[src/hdl/ubxtm_pkg.sv]
// ----------------------------------------------------------------------------
// ubxtm_pkg
// Shared types and constants of the time-mark frame parser.
// ----------------------------------------------------------------------------
`default_nettype none

package ubxtm_pkg;

    // Frame geometry
    localparam int BUFFER_BYTES_DEF = 40;
    localparam int CHECKED_BYTES    = 30;
    localparam int WALK_BYTES       = CHECKED_BYTES + 2;   // checked bytes plus two check bytes
    localparam int WALK_W           = $clog2(WALK_BYTES);
    localparam int LEN_EXTRA        = 6;

    // Prefix B5 62 0D 03, entry 0 first
    localparam logic [3:0][7:0] PREFIX = {8'h03, 8'h0D, 8'h62, 8'hB5};
    localparam logic [1:0]      PREFIX_LAST = 2'd3;

    // Fletcher sums after class 0x0D and id 0x03
    localparam logic [7:0] CK_A_INIT = 8'h10;
    localparam logic [7:0] CK_B_INIT = 8'h1D;

    // Byte offsets in the stored frame
    localparam int OFS_CHAN  = 2;
    localparam int OFS_FLAGS = 3;
    localparam int OFS_WEEK  = 6;
    localparam int OFS_MS    = 10;
    localparam int OFS_NS    = 14;
    localparam int OFS_ACC   = 26;

    // Register indexes
    localparam int          CFG_IDX_W        = 2;
    localparam logic [1:0]  CFG_INTERVAL     = 2'd0;
    localparam logic [1:0]  CFG_VALID_MASK   = 2'd1;
    localparam logic [1:0]  CFG_RISING_MASK  = 2'd2;
    localparam int          CFG_DATA_W       = 32;

    // Register reset values
    localparam logic [31:0] INTERVAL_RST    = 32'd5000;
    localparam logic [7:0]  VALID_MASK_RST  = 8'h40;
    localparam logic [7:0]  RISING_MASK_RST = 8'h80;

    // Result status codes
    localparam logic [1:0] STAT_OK        = 2'd0;
    localparam logic [1:0] STAT_CKSUM     = 2'd1;
    localparam logic [1:0] STAT_NOT_VALID = 2'd2;
    localparam logic [1:0] STAT_MISMATCH  = 2'd3;

    typedef struct packed {
        logic              take;      // input word accepted this cycle
        logic              rd_en;     // frame store read issue
        logic [WALK_W-1:0] rd_addr;
        logic              load_res;  // load result register, update history
    } t_cmd;

    typedef struct packed {
        logic complete;               // accepted word closes a frame
    } t_sts;

endpackage

`default_nettype wire

[src/hdl/ubxtm_ifs.sv]
// ----------------------------------------------------------------------------
// ubxtm channel interfaces
// Byte input, result output and register write channels.
// ----------------------------------------------------------------------------
`default_nettype none

interface ubxtm_byte_if;
    logic       valid;
    logic       ready;
    logic [7:0] rx_byte;
    logic       clear_history;
    modport source (output valid, rx_byte, clear_history, input ready);
    modport sink   (input valid, rx_byte, clear_history, output ready);
endinterface

interface ubxtm_res_if;
    logic        valid;
    logic        ready;
    logic [1:0]  status;
    logic [31:0] mark_ns;
    logic [31:0] accuracy_ns;
    modport source (output valid, status, mark_ns, accuracy_ns, input ready);
    modport sink   (input valid, status, mark_ns, accuracy_ns, output ready);
endinterface

interface ubxtm_cfg_if;
    logic                                 valid;
    logic                                 ready;
    logic [ubxtm_pkg::CFG_IDX_W-1:0]      cfg_index;
    logic [ubxtm_pkg::CFG_DATA_W-1:0]     cfg_data;
    modport source (output valid, cfg_index, cfg_data, input ready);
    modport sink   (input valid, cfg_index, cfg_data, output ready);
endinterface

`default_nettype wire

[src/hdl/ubx_time_mark_frame_parser_core.sv]
// ----------------------------------------------------------------------------
// ubx_time_mark_frame_parser_core
// Hunts TIM-TM2 frames in a byte stream, checks them and reports time marks.
// ----------------------------------------------------------------------------
//  port    dir  word                                      handshake
//  i_rx    in   rx_byte[7:0], clear_history               valid/ready
//  o_res   out  status[1:0], mark_ns[31:0], accuracy_ns   valid/ready
//  i_cfg   in   cfg_index[1:0], cfg_data[31:0]            valid/ready (ready=1)
//
//  A closing byte starts a sequence: intake, 32 reads of the frame store
//  through its single read port for the Fletcher walk, a drain, a result load.
//  The result load waits while the previous result is still untaken.
//  Synchronous active-low reset; the frame store needs no clearing pass.
// ----------------------------------------------------------------------------
`default_nettype none

module ubx_time_mark_frame_parser_core #(
    parameter int BUFFER_BYTES = ubxtm_pkg::BUFFER_BYTES_DEF
) (
    input  wire logic       i_clk,
    input  wire logic       i_rst_n,
    ubxtm_byte_if.sink      i_rx,
    ubxtm_res_if.source     o_res,
    ubxtm_cfg_if.sink       i_cfg
);

    ubxtm_pkg::t_cmd w_cmd;
    ubxtm_pkg::t_sts w_sts;
    logic            w_in_ready;
    logic            w_out_valid;

    assign i_cfg.ready = 1'b1;
    assign i_rx.ready  = w_in_ready;
    assign o_res.valid = w_out_valid;

    ubxtm_ctrl u_ctrl (
        .i_clk       (i_clk),
        .i_rst_n     (i_rst_n),
        .i_in_valid  (i_rx.valid),
        .o_in_ready  (w_in_ready),
        .o_out_valid (w_out_valid),
        .i_out_ready (o_res.ready),
        .i_sts       (w_sts),
        .o_cmd       (w_cmd)
    );

    ubxtm_dp #(
        .BUFFER_BYTES (BUFFER_BYTES)
    ) u_dp (
        .i_clk           (i_clk),
        .i_rst_n         (i_rst_n),
        .i_cmd           (w_cmd),
        .o_sts           (w_sts),
        .i_rx_byte       (i_rx.rx_byte),
        .i_clear_history (i_rx.clear_history),
        .i_cfg_we        (i_cfg.valid),
        .i_cfg_index     (i_cfg.cfg_index),
        .i_cfg_data      (i_cfg.cfg_data),
        .o_status        (o_res.status),
        .o_mark_ns       (o_res.mark_ns),
        .o_accuracy_ns   (o_res.accuracy_ns)
    );

endmodule

`default_nettype wire

[src/hdl/ubxtm_ram.sv]
// ----------------------------------------------------------------------------
// ubxtm_ram
// Generic single-write, single-read RAM with registered read data.
// ----------------------------------------------------------------------------
`default_nettype none

module ubxtm_ram #(
    parameter int WIDTH = 8,
    parameter int DEPTH = 40
) (
    input  wire logic                     i_clk,
    input  wire logic                     i_we,
    input  wire logic [$clog2(DEPTH)-1:0] i_waddr,
    input  wire logic [WIDTH-1:0]         i_wdata,
    input  wire logic                     i_re,
    input  wire logic [$clog2(DEPTH)-1:0] i_raddr,
    output logic      [WIDTH-1:0]         o_rdata
);

    logic [WIDTH-1:0] r_mem [DEPTH];
    logic [WIDTH-1:0] r_rdata;

    always_ff @(posedge i_clk) begin
        if (i_we) begin
            r_mem[i_waddr] <= i_wdata;
        end
        if (i_re) begin
            r_rdata <= r_mem[i_raddr];
        end
    end

    assign o_rdata = r_rdata;

endmodule

`default_nettype wire

[src/hdl/ubxtm_ctrl.sv]
// ----------------------------------------------------------------------------
// ubxtm_ctrl
// Sequencer: byte intake, checksum walk over the frame store, result hand-off.
// ----------------------------------------------------------------------------
`default_nettype none

module ubxtm_ctrl (
    input  wire logic             i_clk,
    input  wire logic             i_rst_n,
    input  wire logic             i_in_valid,
    output logic                  o_in_ready,
    output logic                  o_out_valid,
    input  wire logic             i_out_ready,
    input  wire ubxtm_pkg::t_sts  i_sts,
    output ubxtm_pkg::t_cmd       o_cmd
);

    localparam int WW = ubxtm_pkg::WALK_W;

    localparam logic [1:0] S_RECV   = 2'd0;
    localparam logic [1:0] S_WALK   = 2'd1;
    localparam logic [1:0] S_DRAIN  = 2'd2;
    localparam logic [1:0] S_RESULT = 2'd3;

    localparam logic [WW-1:0] WALK_LAST = WW'(ubxtm_pkg::WALK_BYTES - 1);

    logic [1:0]    r_state, n_state;
    logic [WW-1:0] r_walk,  n_walk;
    logic          r_out_vld, n_out_vld;
    logic          w_out_free;

    assign w_out_free = !r_out_vld || i_out_ready;

    always_comb begin
        n_state   = r_state;
        n_walk    = r_walk;
        o_cmd     = '0;
        o_in_ready = 1'b0;
        unique case (r_state)
            S_RECV: begin
                o_in_ready = 1'b1;
                o_cmd.take = i_in_valid;
                if (i_in_valid && i_sts.complete) begin
                    n_state = S_WALK;
                    n_walk  = '0;
                end
            end
            S_WALK: begin
                o_cmd.rd_en   = 1'b1;
                o_cmd.rd_addr = r_walk;
                n_walk        = r_walk + 1'b1;
                if (r_walk == WALK_LAST) begin
                    n_state = S_DRAIN;
                end
            end
            S_DRAIN: begin
                // last read word is folded in at the end of this cycle
                n_state = S_RESULT;
            end
            S_RESULT: begin
                if (w_out_free) begin
                    o_cmd.load_res = 1'b1;
                    n_state        = S_RECV;
                end
            end
            default: begin
                n_state = S_RECV;
            end
        endcase
    end

    always_comb begin
        if (o_cmd.load_res) begin
            n_out_vld = 1'b1;
        end else if (i_out_ready) begin
            n_out_vld = 1'b0;
        end else begin
            n_out_vld = r_out_vld;
        end
    end

    always_ff @(posedge i_clk) begin
        if (!i_rst_n) begin
            r_state   <= S_RECV;
            r_walk    <= '0;
            r_out_vld <= 1'b0;
        end else begin
            r_state   <= n_state;
            r_walk    <= n_walk;
            r_out_vld <= n_out_vld;
        end
    end

    assign o_out_valid = r_out_vld;

    a_load_free: assert property (@(posedge i_clk) disable iff (!i_rst_n)
        o_cmd.load_res |-> (!r_out_vld || i_out_ready))
        else $error("result loaded over an untaken word");

    a_walk_start: assert property (@(posedge i_clk) disable iff (!i_rst_n)
        (o_cmd.take && i_sts.complete) |=> (r_state == S_WALK && r_walk == '0))
        else $error("frame completion did not start the walk");

    a_walk_end: assert property (@(posedge i_clk) disable iff (!i_rst_n)
        (r_state == S_WALK && r_walk == WALK_LAST) |=> ##1 (r_state == S_RESULT))
        else $error("walk did not reach the result state");

    a_no_take_busy: assert property (@(posedge i_clk) disable iff (!i_rst_n)
        (r_state == S_WALK) |=> !$past(o_cmd.take))
        else $error("byte taken during walk");

endmodule

`default_nettype wire

[src/hdl/ubxtm_dp.sv]
// ----------------------------------------------------------------------------
// ubxtm_dp
// Datapath: prefix hunt, frame store, Fletcher-8 sums, field checks, history.
// ----------------------------------------------------------------------------
`default_nettype none

module ubxtm_dp #(
    parameter int BUFFER_BYTES = ubxtm_pkg::BUFFER_BYTES_DEF
) (
    input  wire logic                                i_clk,
    input  wire logic                                i_rst_n,
    input  wire ubxtm_pkg::t_cmd                     i_cmd,
    output ubxtm_pkg::t_sts                          o_sts,
    input  wire logic [7:0]                          i_rx_byte,
    input  wire logic                                i_clear_history,
    input  wire logic                                i_cfg_we,
    input  wire logic [ubxtm_pkg::CFG_IDX_W-1:0]     i_cfg_index,
    input  wire logic [ubxtm_pkg::CFG_DATA_W-1:0]    i_cfg_data,
    output logic      [1:0]                          o_status,
    output logic      [31:0]                         o_mark_ns,
    output logic      [31:0]                         o_accuracy_ns
);

    localparam int AW = $clog2(BUFFER_BYTES);
    localparam int FW = $clog2(BUFFER_BYTES + 1);
    localparam int WW = ubxtm_pkg::WALK_W;

    localparam logic [FW-1:0] FILL_FULL = FW'(BUFFER_BYTES);
    localparam logic [WW-1:0] I_CK_A  = WW'(ubxtm_pkg::CHECKED_BYTES);
    localparam logic [WW-1:0] I_CK_B  = WW'(ubxtm_pkg::CHECKED_BYTES + 1);
    localparam logic [WW-1:0] I_CHAN  = WW'(ubxtm_pkg::OFS_CHAN);
    localparam logic [WW-1:0] I_FLAGS = WW'(ubxtm_pkg::OFS_FLAGS);
    localparam logic [WW-1:0] I_WEEK  = WW'(ubxtm_pkg::OFS_WEEK);
    localparam logic [WW-1:0] I_MS    = WW'(ubxtm_pkg::OFS_MS);
    localparam logic [WW-1:0] I_NS    = WW'(ubxtm_pkg::OFS_NS);
    localparam logic [WW-1:0] I_ACC   = WW'(ubxtm_pkg::OFS_ACC);

    // control state
    logic [1:0]              r_pfx;
    logic                    r_armed;
    logic [FW-1:0]           r_fill;
    logic [BUFFER_BYTES-1:0] r_vld;
    logic [31:0]             r_prev_ms;
    logic [15:0]             r_prev_week;
    logic [31:0]             r_interval;
    logic [7:0]              r_vmask;
    logic [7:0]              r_rmask;

    // payload
    logic [7:0]    r_len;
    logic          r_rd_live;
    logic [WW-1:0] r_rd_idx;
    logic          r_rd_ok;
    logic [7:0]    r_ca, r_cb, r_ck_a, r_ck_b;
    logic [7:0]    r_chan, r_flags;
    logic [15:0]   r_week;
    logic [31:0]   r_ms, r_ns, r_acc;
    logic [1:0]    r_status;
    logic [31:0]   r_out_ns, r_out_acc;

    logic [FW-1:0] w_fill_nx;
    logic [7:0]    w_len_nx;
    logic          w_we;
    logic [AW-1:0] w_raddr;
    logic [7:0]    w_q, w_d, w_ca_nx;
    logic          w_sum_ok, w_qualify, w_time_ok;
    logic [7:0]    w_both, w_f;
    logic [1:0]    w_status;

    // ---- intake ----
    assign w_fill_nx = r_fill + 1'b1;
    assign w_len_nx  = (r_fill == '0) ? i_rx_byte : r_len;
    assign w_we      = i_cmd.take && r_armed;
    assign o_sts.complete = r_armed && (9'(w_fill_nx) >= (9'(w_len_nx) + 9'(ubxtm_pkg::LEN_EXTRA)));

    assign w_raddr = AW'(i_cmd.rd_addr);

    ubxtm_ram #(
        .WIDTH (8),
        .DEPTH (BUFFER_BYTES)
    ) u_store (
        .i_clk   (i_clk),
        .i_we    (w_we),
        .i_waddr (r_fill[AW-1:0]),
        .i_wdata (i_rx_byte),
        .i_re    (i_cmd.rd_en),
        .i_raddr (w_raddr),
        .o_rdata (w_q)
    );

    // never-written entries read as zero
    assign w_d     = r_rd_ok ? w_q : 8'h00;
    assign w_ca_nx = r_ca + w_d;

    // ---- checks ----
    assign w_sum_ok  = (r_ca == r_ck_a) && (r_cb == r_ck_b);
    assign w_both    = r_vmask | r_rmask;
    assign w_f       = r_flags & w_both;
    assign w_qualify = (w_f == w_both) && (r_chan == 8'h00);
    assign w_time_ok = w_qualify && (r_week == r_prev_week) &&
                       (r_ms == r_prev_ms + r_interval);

    always_comb begin
        if (!w_sum_ok) begin
            w_status = ubxtm_pkg::STAT_CKSUM;
        end else if (w_time_ok) begin
            w_status = ubxtm_pkg::STAT_OK;
        end else if ((w_f & r_vmask) != 8'h00) begin
            w_status = ubxtm_pkg::STAT_MISMATCH;
        end else begin
            w_status = ubxtm_pkg::STAT_NOT_VALID;
        end
    end

    always_ff @(posedge i_clk) begin
        if (!i_rst_n) begin
            r_pfx       <= '0;
            r_armed     <= 1'b0;
            r_fill      <= '0;
            r_vld       <= '0;
            r_prev_ms   <= '1;
            r_prev_week <= '1;
            r_interval  <= ubxtm_pkg::INTERVAL_RST;
            r_vmask     <= ubxtm_pkg::VALID_MASK_RST;
            r_rmask     <= ubxtm_pkg::RISING_MASK_RST;
        end else begin
            if (i_cfg_we) begin
                unique case (i_cfg_index)
                    ubxtm_pkg::CFG_INTERVAL:    r_interval <= i_cfg_data;
                    ubxtm_pkg::CFG_VALID_MASK:  r_vmask    <= i_cfg_data[7:0];
                    ubxtm_pkg::CFG_RISING_MASK: r_rmask    <= i_cfg_data[7:0];
                    default: ;
                endcase
            end
            if (i_cmd.take) begin
                if (i_clear_history) begin
                    r_prev_ms   <= '1;
                    r_prev_week <= '1;
                end
                if (r_armed) begin
                    r_vld[r_fill[AW-1:0]] <= 1'b1;
                    r_fill <= w_fill_nx;
                    if (o_sts.complete || w_fill_nx >= FILL_FULL) begin
                        r_armed <= 1'b0;
                    end
                end else if (ubxtm_pkg::PREFIX[r_pfx] == i_rx_byte) begin
                    if (r_pfx == ubxtm_pkg::PREFIX_LAST) begin
                        r_armed <= 1'b1;
                        r_fill  <= '0;
                        r_pfx   <= '0;
                    end else begin
                        r_pfx <= r_pfx + 1'b1;
                    end
                end else begin
                    r_pfx <= '0;
                end
            end
            if (i_cmd.load_res && w_sum_ok && w_qualify) begin
                r_prev_ms   <= r_ms;
                r_prev_week <= r_week;
            end
        end
    end

    always_ff @(posedge i_clk) begin
        r_rd_live <= i_cmd.rd_en;
        r_rd_idx  <= i_cmd.rd_addr;
        r_rd_ok   <= r_vld[w_raddr];
        if (w_we && r_fill == '0) begin
            r_len <= i_rx_byte;
        end
        if (i_cmd.take) begin
            r_ca <= ubxtm_pkg::CK_A_INIT;
            r_cb <= ubxtm_pkg::CK_B_INIT;
        end
        if (r_rd_live) begin
            if (r_rd_idx < I_CK_A) begin
                r_ca <= w_ca_nx;
                r_cb <= r_cb + w_ca_nx;
            end
            if (r_rd_idx == I_CK_A)  r_ck_a  <= w_d;
            if (r_rd_idx == I_CK_B)  r_ck_b  <= w_d;
            if (r_rd_idx == I_CHAN)  r_chan  <= w_d;
            if (r_rd_idx == I_FLAGS) r_flags <= w_d;
            // little-endian fields shift in from the top
            if (r_rd_idx >= I_WEEK && r_rd_idx < I_WEEK + WW'(2)) begin
                r_week <= {w_d, r_week[15:8]};
            end
            if (r_rd_idx >= I_MS && r_rd_idx < I_MS + WW'(4)) begin
                r_ms <= {w_d, r_ms[31:8]};
            end
            if (r_rd_idx >= I_NS && r_rd_idx < I_NS + WW'(4)) begin
                r_ns <= {w_d, r_ns[31:8]};
            end
            if (r_rd_idx >= I_ACC && r_rd_idx < I_ACC + WW'(4)) begin
                r_acc <= {w_d, r_acc[31:8]};
            end
        end
        if (i_cmd.load_res) begin
            r_status  <= w_status;
            r_out_ns  <= (w_status == ubxtm_pkg::STAT_OK) ? r_ns  : 32'd0;
            r_out_acc <= (w_status == ubxtm_pkg::STAT_OK) ? r_acc : 32'd0;
        end
    end

    assign o_status      = r_status;
    assign o_mark_ns     = r_out_ns;
    assign o_accuracy_ns = r_out_acc;

endmodule

`default_nettype wire
[src/flat_wrapper.sv]
// flat-port wrapper written by rule: the top's interface ports become plain ports
module ubx_time_mark_frame_parser_core_flat 
#(
    parameter int BUFFER_BYTES = ubxtm_pkg::BUFFER_BYTES_DEF
)
  (i_clk, i_rst_n, i_rx_valid, i_rx_rx_byte, i_rx_clear_history, i_rx_ready, o_res_valid, o_res_status, o_res_mark_ns, o_res_accuracy_ns, o_res_ready, i_cfg_valid, i_cfg_cfg_index, i_cfg_cfg_data, i_cfg_ready);
  ubxtm_byte_if i_rx_i ();
  ubxtm_res_if o_res_i ();
  ubxtm_cfg_if i_cfg_i ();
  input  wire logic i_clk;
  input  wire logic i_rst_n;
  input wire logic [$bits(i_rx_i.valid)-1:0] i_rx_valid;
  input wire logic [$bits(i_rx_i.rx_byte)-1:0] i_rx_rx_byte;
  input wire logic [$bits(i_rx_i.clear_history)-1:0] i_rx_clear_history;
  output wire logic [$bits(i_rx_i.ready)-1:0] i_rx_ready;
  output wire logic [$bits(o_res_i.valid)-1:0] o_res_valid;
  output wire logic [$bits(o_res_i.status)-1:0] o_res_status;
  output wire logic [$bits(o_res_i.mark_ns)-1:0] o_res_mark_ns;
  output wire logic [$bits(o_res_i.accuracy_ns)-1:0] o_res_accuracy_ns;
  input wire logic [$bits(o_res_i.ready)-1:0] o_res_ready;
  input wire logic [$bits(i_cfg_i.valid)-1:0] i_cfg_valid;
  input wire logic [$bits(i_cfg_i.cfg_index)-1:0] i_cfg_cfg_index;
  input wire logic [$bits(i_cfg_i.cfg_data)-1:0] i_cfg_cfg_data;
  output wire logic [$bits(i_cfg_i.ready)-1:0] i_cfg_ready;
  assign i_rx_i.valid = i_rx_valid;
  assign i_rx_i.rx_byte = i_rx_rx_byte;
  assign i_rx_i.clear_history = i_rx_clear_history;
  assign i_rx_ready = i_rx_i.ready;
  assign o_res_valid = o_res_i.valid;
  assign o_res_status = o_res_i.status;
  assign o_res_mark_ns = o_res_i.mark_ns;
  assign o_res_accuracy_ns = o_res_i.accuracy_ns;
  assign o_res_i.ready = o_res_ready;
  assign i_cfg_i.valid = i_cfg_valid;
  assign i_cfg_i.cfg_index = i_cfg_cfg_index;
  assign i_cfg_i.cfg_data = i_cfg_cfg_data;
  assign i_cfg_ready = i_cfg_i.ready;
  ubx_time_mark_frame_parser_core #(.BUFFER_BYTES(BUFFER_BYTES)) u_core (.i_clk(i_clk), .i_rst_n(i_rst_n), .i_rx(i_rx_i), .o_res(o_res_i), .i_cfg(i_cfg_i));
endmodule
[config.mk]
export PLATFORM = sky130hd
export DESIGN_NAME = ubx_time_mark_frame_parser_core_flat
export DESIGN_NICKNAME = d
export VERILOG_FILES = /design/src/hdl/ubxtm_pkg.sv /design/src/hdl/ubxtm_ifs.sv /design/src/hdl/ubx_time_mark_frame_parser_core.sv /design/src/hdl/ubxtm_ram.sv /design/src/hdl/ubxtm_ctrl.sv /design/src/hdl/ubxtm_dp.sv /design/src/flat_wrapper.sv
export SDC_FILE = /design/constraint.sdc
export NUM_CORES = 1
export LEC_CHECK = 0
export ABC_CLOCK_PERIOD_IN_PS = 12200
export BUFFER_PORTS_ARGS = -buffer_cell sky130_fd_sc_hd__buf_2
export CAP_MARGIN = 15
export CORE_MARGIN = 8
export CORE_UTILIZATION = 51
export CTS_BUF_LIST = sky130_fd_sc_hd__clkbuf_2 sky130_fd_sc_hd__clkbuf_4 sky130_fd_sc_hd__clkbuf_8
export CTS_CLUSTER_DIAMETER = 30
export DETAILED_ROUTE_END_ITERATION = 12
export PLACE_DENSITY = 0.68
export REMOVE_ABC_BUFFERS = 1
export SLEW_MARGIN = 20
export SYNTH_ARGS = -nofsm -noshare
export SYNTH_HDL_FRONTEND = slang
export SYNTH_SLANG_ARGS = --single-unit
[constraint.sdc]
create_clock -name i_clk -period 12.2 [get_ports i_clk]
set_clock_uncertainty 0.15 [all_clocks]
set_input_delay 0.61 -clock i_clk [delete_from_list [all_inputs] [get_ports i_clk]]
set_output_delay 0.61 -clock i_clk [all_outputs]
set_load 0.03 [all_outputs]
==> metrics.csv, run 1 <==
stage,metric,value,unit
sta,maxSlewViolCount,0,
cts,clock_path_buffers,3,
cts,postCtsSetupBuffers,0,
global_routing,grt_max_degree,76,
floorplanning,num_rows,85,
setup_path,r2r_cells,10,
placed_design,dpl_cell_area,0.02906,sq mm
setup_path,r2r_start,u_core.u_ctrl.r_state[1],
synth,syn_inst,2081,
placed_design,gp_congestion,0.9341,
sta,rsz0062_at_grt,false,
worst_hold_path,worstHoldEndpoint,u_core.u_dp.r_interval[21],
sta,max_slew_margin,0.2148,
synth,synth_ff_type,edfxtp_1,
setup_path,critPathMaxFanout,75,
cts,cts.sinks,650,
final_layout,area_growth,16.17,%
drt,vias_per_cell,5.863,
worst_hold_path,hp-class,in2reg,
drt,drc,0,
setup_path,slowest_delay,0.83,ns
pwr,vdd_drop_max,0.0001260,V
sta,hold_viol_final,0,
setup_path,cp-end-kind,flip-flop,
sta,finalCriticalPeriod,4.574,ns
cts,htreeDepth,3,
final_layout,final_cell_mix,"482 x edfxtp_1, 224 x nand2_1, 168 x dfxtp_1",
floorplanning,die_area,0.06236,sq mm
synth,ys_warn_count,0,
cts,root_buffer,clkbuf_8,
setup_path,worstPathRequired,12.51,ns
global_routing,grt_usage,0.2186,
global_routing,grt_pass1_vias,18420,
setup_path,r2r_slack,7.63,ns
run,max_cap_viol_count,0,
sta,worstMarginPinSlew,1.174,ns
sta,setup_viol,0,
cts,cts_tree,done,
worst_hold_path,worstHoldStart,i_cfg_cfg_data[21],
synth,ys_async_sr_fraction,0,
synth,syn_area,0.02786,sq mm
drt,ant_nets,0,
setup_path,path_class,reg2reg,
placed_design,hpwl,44120,um
final_layout,drive_above_1_share,0.2128,
floorplanning,dieHeight,249.7,um
cts,cts_made_buffers,121,
synth,yosysUniqueCellTypes,79,
global_routing,grt.overflow.total,0,
synth,synth.avg_cell_area,13.39,sq um
drt,drtIter0Drc,1410,
floorplanning,die_w,249.7,um
global_routing,antenna_found_initial,1,
floorplanning,io_pins,117,
drt,post_drt_wl_per_cell,22.48,um
final_layout,nets,2373,
setup_path,path_cells,inv_1 > ha_1 > inv_1 > nor2_4 > buf_4 > buf_4 > mux4_2 > mux4_2 > nand2_1 > nand2_1,
global_routing,grt_pass1_wl,107300,um
cts,clock_latency,0.73,ns
drt,routed_wl,68890,um
placed_design,portBuffers,115,
final_layout,final_common_cell,edfxtp_1,
pwr,leakagePower,11.87,nW
cts,cts_resized,0,
worst_hold_path,hold_path_depth,3,
drt,dr.pass1.iters,5,
status,status,finished clean,
sta,fmax,218.6,MHz
synth,synth_edf_count,482,
floorplanning,initial_utilization,0.5166,
pwr,powerDensity,158.1,mW/mm^2
sta,setup_tns,0,ns
cts,clk_pin_slew,0.06,ns
drt,route.vias.total,17970,
floorplanning,core_area,0.05392,sq mm
sta,finalCritPeriodShare,0.3749,
setup_path,arrival,4.88,ns
synth,yosys_register_bits,650,
setup_path,cp-start-kind,flip-flop,
final_layout,fin_area,0.03236,sq mm
setup_path,cp_slowest_cell,buf_4,
setup_path,r2r_end,u_core.u_dp.u_store.o_rdata[6],
synth,yosysSeqAreaShare,0.6403,
[cell type report]
class / count / area (sq um)
inverter: 101 / 379.1
clock buffer: 162 / 2036
fill: 4216 / 21560
timing repair buffer: 169 / 1057
multi-input combinational: 1216 / 9206
sequential: 650 / 17840
antenna: 1 / 2.502
tap: 696 / 870.8
clock inverter: 70 / 973.4
[flip-flops by register name, summed over array words and instances (netlist names), 16 cells and up]
register,flops
u_core.u_dp.r_prev_ms,32
u_core.u_dp.r_ns,32
u_core.u_dp.o_mark_ns,32
u_core.u_dp.r_vld,32
u_core.u_dp.r_prev_week,16
u_core.u_dp.r_week,16
u_core.u_dp.r_interval,32
u_core.u_dp.r_acc,32
u_core.u_dp.u_store.r_mem,256
u_core.u_dp.r_ms,32
u_core.u_dp.o_accuracy_ns,32
[worst max-delay path: cells and delay by family (launching register included)]
family        cells  cell delay (ns)
flops             1             0.34
buf+inv           4             1.59
fa+ha+maj         1             0.71
mux               2             1.10
simple gates      3             0.28
[cell usage after synthesis (6+ instances only)]
| cell type | n | area share |
|---|---|---|
| xnor2_1 | 57 | 0.018 |
| a21boi_0 | 32 | 0.0086 |
| a211oi_1 | 7 | 0.0019 |
| edfxtp_1 | 482 | 0.52 |
| dfxtp_1 | 168 | 0.12 |
| nand4_1 | 21 | 0.0047 |
| xor2_1 | 43 | 0.014 |
| clkbuf_1 | 89 | 0.012 |
| nand3_1 | 34 | 0.0061 |
| nor3b_1 | 6 | 0.0016 |
| buf_2 | 12 | 0.0022 |
| a22oi_1 | 10 | 0.0027 |
| ha_1 | 63 | 0.028 |
| o21ai_0 | 70 | 0.013 |
| nor2b_1 | 27 | 0.0061 |
| and2_1 | 12 | 0.0027 |
| o21a_1 | 44 | 0.012 |
| nand2_1 | 225 | 0.030 |
| inv_1 | 97 | 0.013 |
| o22ai_1 | 92 | 0.021 |
| or3_1 | 9 | 0.0020 |
| buf_6 | 6 | 0.0024 |
| nor4_2 | 52 | 0.023 |
| nor3_1 | 18 | 0.0032 |
| mux2i_1 | 18 | 0.0065 |
| a21oi_1 | 50 | 0.0090 |
| nor4_4 | 8 | 0.0061 |
| nand2b_1 | 6 | 0.0013 |
| a21o_1 | 15 | 0.0040 |
| a21oi_2 | 6 | 0.0019 |
| nor4_1 | 19 | 0.0043 |
| o211ai_1 | 10 | 0.0027 |
| nor2_1 | 87 | 0.012 |
| mux4_2 | 54 | 0.044 |
| o221ai_1 | 38 | 0.012 |
[report_power, final]
group	internal (mW)	leakage (nW)	total [mW]	switching [mW]
sequential	2.36	6.13	2.37	0.00381
clock	1.59	1.52	2.53	0.942
combinational	0.0677	4.22	0.221	0.153
[what timing repair did]
action	4_1_cts	5_1_grt
hold buffers	28	0
endpoints found under the hold margin	32	0
endpoints found under the setup margin	0	0
[per-stage QoR]
step,hold WS (ns),setup slack [ns],utilization,power (mW),instances
2_1_floorplan,0.2764,4.580,-,2.537,1967
3_3_place_gp,0.2798,7.718,0.5388,2.622,2804
6_report,0.1545,7.626,0.6002,5.117,3065
4_1_cts,0.07684,7.593,0.6000,5.157,3064
5_1_grt,0.1130,7.386,0.6002,5.279,3065
3_5_place_dp,0.2823,7.610,0.5390,2.625,2804
[how the worst max path moves through the flow]
stage	start	endpoint	cells past startpoint
floorplan	o_res_ready	u_core.u_dp.r_prev_ms[0]	6
global placement	u_core.u_ctrl.r_state[1]	u_core.u_dp.u_store.o_rdata[3]	10
detailed placement	u_core.u_ctrl.r_state[1]	u_core.u_dp.u_store.o_rdata[3]	10
CTS	u_core.u_dp.r_prev_ms[0]	u_core.u_dp.o_mark_ns[20]	13
global route	u_core.u_ctrl.r_state[1]	u_core.u_dp.u_store.o_rdata[6]	10
finish	u_core.u_ctrl.r_state[1]	u_core.u_dp.u_store.o_rdata[6]	10
[per-layer routing]
| metal | vias up | GRT usage | part of all wire |
|---|---|---|---|
| met3 | 146 | 0.04531 | 0.059 |
| li1 | 8255 | - | - |
| met1 | 8977 | 0.2798 | 0.42 |
| met2 | 592 | 0.3649 | 0.49 |
| met5 | - | 0 | 0 |
| met4 | 0 | 0.08179 | 0.032 |
[logic make-up (layout without fill, tap and decap cells)]
logic type | Yosys count | in the layout | share of synthesized area
multiplexers | 74 | 74 | 0.05093
buffers and inverters | 215 | 502 | 0.03140
other | 1 | 2 | 0.0001346
XOR/XNOR | 100 | 100 | 0.03144
adder cells (fa/ha/maj) | 66 | 66 | 0.03045
AND/OR/NAND/NOR | 546 | 546 | 0.1098
AO/OA/AOI/OAI | 429 | 429 | 0.1056
flip-flops | 650 | 650 | 0.6403
Note: power is estimated with default switching activity, not from simulation.
==> inputs of run 2 (changes only) <==
--- a/config.mk
+++ b/config.mk
@@ -5,7 +5,8 @@
 export SDC_FILE = /design/constraint.sdc
 export NUM_CORES = 1
 export LEC_CHECK = 0
-export ABC_CLOCK_PERIOD_IN_PS = 12200
+export ABC_AREA = 1
+export ABC_CLOCK_PERIOD_IN_PS = 4430
 export BUFFER_PORTS_ARGS = -buffer_cell sky130_fd_sc_hd__buf_2
 export CAP_MARGIN = 15
 export CORE_MARGIN = 8
==> constraint.sdc (replaced) <==
create_clock -name i_clk -period 4.43 [get_ports i_clk]
set_clock_uncertainty 0.15 [all_clocks]
set_input_delay 0.2215 -clock i_clk [delete_from_list [all_inputs] [get_ports i_clk]]
set_output_delay 0.2215 -clock i_clk [all_outputs]
set_load 0.03 [all_outputs]
==> run 2 against run 1 <==
Against the previous run:
- routed wire length increased by 6.3%
- sequential share of layout area decreased by 1.9 points
- global-route usage increased by 1.1 points
- first-iteration DRC count increased by 26%
- total power increased to 2.8 times the previous value
- worst hold slack improved by 0.031 ns
- area after synthesis increased by 2.0%
==> metrics.csv, run 2 <==
stage,metric,value,unit
cts,holdBufCountCts,80,
synth,syn_inst,2777,
cts,clock_path_buffers,3,
synth,synth.avg_cell_area,10.23,sq um
final_layout,final_cell_mix,"482 x edfxtp_1, 464 x nor2_1, 447 x nand2_1",
cts,cts_made_buffers,131,
sta,finalCritPeriodShare,0.8167,
global_routing,grt_max_degree,145,
placed_design,gp_congestion,0.9440,
setup_path,worstPathRequired,4.91,ns
sta,max_slew_margin,0.2447,
final_layout,post-route-util,0.6083,
cts,root_buffer,clkbuf_8,
synth,ys_async_sr_fraction,0,
floorplanning,num_rows,86,
final_layout,nets,3161,
synth,synth_ff_type,edfxtp_1,
final_layout,fin_cells,3904,
drt,ant_nets,0,
cts,clock_latency,0.77,ns
cts,cts.sinks,650,
setup_path,path_class,reg2reg,
pwr,powerDensity,433.1,mW/mm^2
final_layout,nFillCells,4525,
status,status,finished clean,
setup_path,cp-start-kind,flip-flop,
cts,htreeDepth,4,
sta,finalCriticalPeriod,3.618,ns
drt,wl_met2,34970,um
pwr,vdd_drop_max,0.0003561,V
synth,syn_area,0.02841,sq mm
sta,setup_tns,0,ns
floorplanning,dieHeight,252.0,um
drt,top_layer,met5,
global_routing,grt.overflow.total,0,
drt,drc,0,
final_layout,n_antenna_cell,0,
sta,fmax,276.4,MHz
drt,wl_met1,31050,um
final_layout,drive_above_1_share,0.1423,
global_routing,grt_pass1_vias,20840,
drt,vias_per_cell,5.394,
sta,maxSlewViolCount,0,
run,max_cap_viol_count,0,
global_routing,antenna_found_initial,1,
floorplanning,die_w,252.0,um
synth,synth_edf_count,482,
setup_path,r2r_start,u_core.u_dp.r_fill[1],
floorplanning,io_pins,117,
final_layout,final_common_cell,edfxtp_1,
drt,route.vias.total,21060,
final_layout,largest_register_ffs,256,
setup_path,critPathMaxFanout,13,
synth,synth_top_area_frac,0.5095,
final_layout,top_register,u_core.u_dp.u_store.r_mem,
floorplanning,die_area,0.06351,sq mm
global_routing,grt_pass1_wl,114800,um
drt,routed_wl,73210,um
placed_design,dp.cells,3582,
drt,drtIter0Drc,1776,
global_routing,grt_usage,0.2297,
floorplanning,initial_utilization,0.5156,
drt,dr.pass1.iters,6,
placed_design,hpwl,46760,um
synth,yosys.area.top_type,edfxtp_1,
final_layout,area_growth,17.98,%
synth,yosys_register_bits,650,
sta,setup_viol,0,
cts,clk_pin_slew,0.05,ns
drt,wl_met3,5403,um
sta,hold_viol_final,0,
setup_path,cp-end-kind,flip-flop,
sta,worstMarginPinSlew,1.129,ns
setup_path,arrival,4.10,ns
cts,postCtsSetupBuffers,0,
synth,ys_warn_count,0,
synth,yosys-top-cells-area,"edfxtp_1 51%, dfxtp_1 12%, nor2_1 6.1%",
synth,yosysSeqAreaShare,0.6279,
synth,yosysUniqueCellTypes,54,
pwr,leakagePower,13.50,nW
pwr,finalPower,14.51,mW
floorplanning,core_area,0.05509,sq mm
setup_path,crit_start,u_core.u_dp.r_fill[1],
synth,synth_top_cells_by_count,"482 x edfxtp_1, 464 x nor2_1, 450 x nand2_1",
drt,post_drt_wl_per_cell,18.75,um
sta,rsz0062_at_grt,false,
synth,synth_most_common_cell,edfxtp_1,
worst_hold_path,worstHoldStart,i_cfg_cfg_data[6],
cts,cts_tree,done,
placed_design,portBuffers,115,
cts,cts_resized,0,
worst_hold_path,hp-class,in2reg,
sta,holdWs,0.1856,ns
-- run 2: cell types whose count changed in the layout (fill, tap and decap cells not counted), sizes merged, moves of 54 or more --
cell and change:
mux4 -54, nor2 +414, nor4 -71, o21ai +129, nand2 +230, inv +191
-- run 2: worst max-delay path: stages (launching register included) --
cell      delay [ns]
dfxtp_1         0.37
inv_1           0.13
ha_1            0.15
nand3_1         0.33
o21ai_0         0.48
nand2_1         0.14
nand2_1         0.14
xnor2_1         0.10
ha_1            0.34
nand4_1         0.10
o221ai_1        0.16
a21oi_1         0.09
nor2_1          0.19
nand3_2         0.13
nand2_1         0.15
nand4_1         0.11
xor2_1          0.15
nor2_1          0.05
-- run 2: metrics by stage --
stage                     area, sq um  worst slack [ns]
after floorplan                 27980            -2.923
after global placement          29890            0.9977
after detailed placement        29890            0.8504
after CTS                       33510            0.8225
after global routing            33510            0.4729
final                           33510            0.8122
-- run 2: layout make-up --
| class | instances | area (sq um) | area share |
|---|---|---|---|
| repair buffers | 235 | 1714 | 0.05115 |
| clock buffers | 173 | 2181 | 0.06507 |
| inverters | 293 | 1101 | 0.03285 |
| clock inverters | 69 | 643.1 | 0.01919 |
| flip-flops and latches | 650 | 17840 | 0.5322 |
| multi-input cells | 1736 | 9102 | 0.2716 |
| well taps | 748 | 935.9 | 0.02793 |
-- run 2: final timing paths --
check	to	slack [ns]	depth (start not counted)
setup / recovery	u_core.u_ctrl.r_walk[3]	0.81	17
hold / removal	u_core.u_dp.r_vmask[6]	0.19	4
setup reg to reg	u_core.u_ctrl.r_walk[3]	0.81	17
hold reg to reg	u_core.u_dp.r_acc[17]	0.28	0
-- run 2: cell families (layout without fill, tap and decap cells) --
logic type      after synthesis  count (layout)  synth area share
xor+xnor                     82              82           0.02634
compound gates              476             476           0.09932
mux                           2               2         0.0007928
other cells                   1               1         0.0001320
flops                       650             650            0.6279
buf+inv                     391             770           0.05378
fa+ha+maj                    66              66           0.02986
simple gates               1109            1109            0.1619
-- run 2: routing by layer --
| layer | vias to the layer above | global-route usage |
|---|---|---|
| li1 | 10060 | - |
| met1 | 10040 | 0.2998 |
| met2 | 823 | 0.3788 |
| met3 | 134 | 0.04507 |
| met4 | 2 | 0.08497 |
| met5 | - | 0 |
-- run 2: power breakdown --
| group | total (mW) | switching [mW] | leakage, nW | internal [mW] |
|---|---|---|---|---|
| Combinational | 1.32 | 0.911 | 6.32 | 0.409 |
| Sequential | 6.70 | 0.0651 | 5.72 | 6.63 |
| Clock | 6.50 | 2.66 | 1.45 | 3.83 |
| Total | 14.5 | 3.64 | 13.5 | 10.9 |
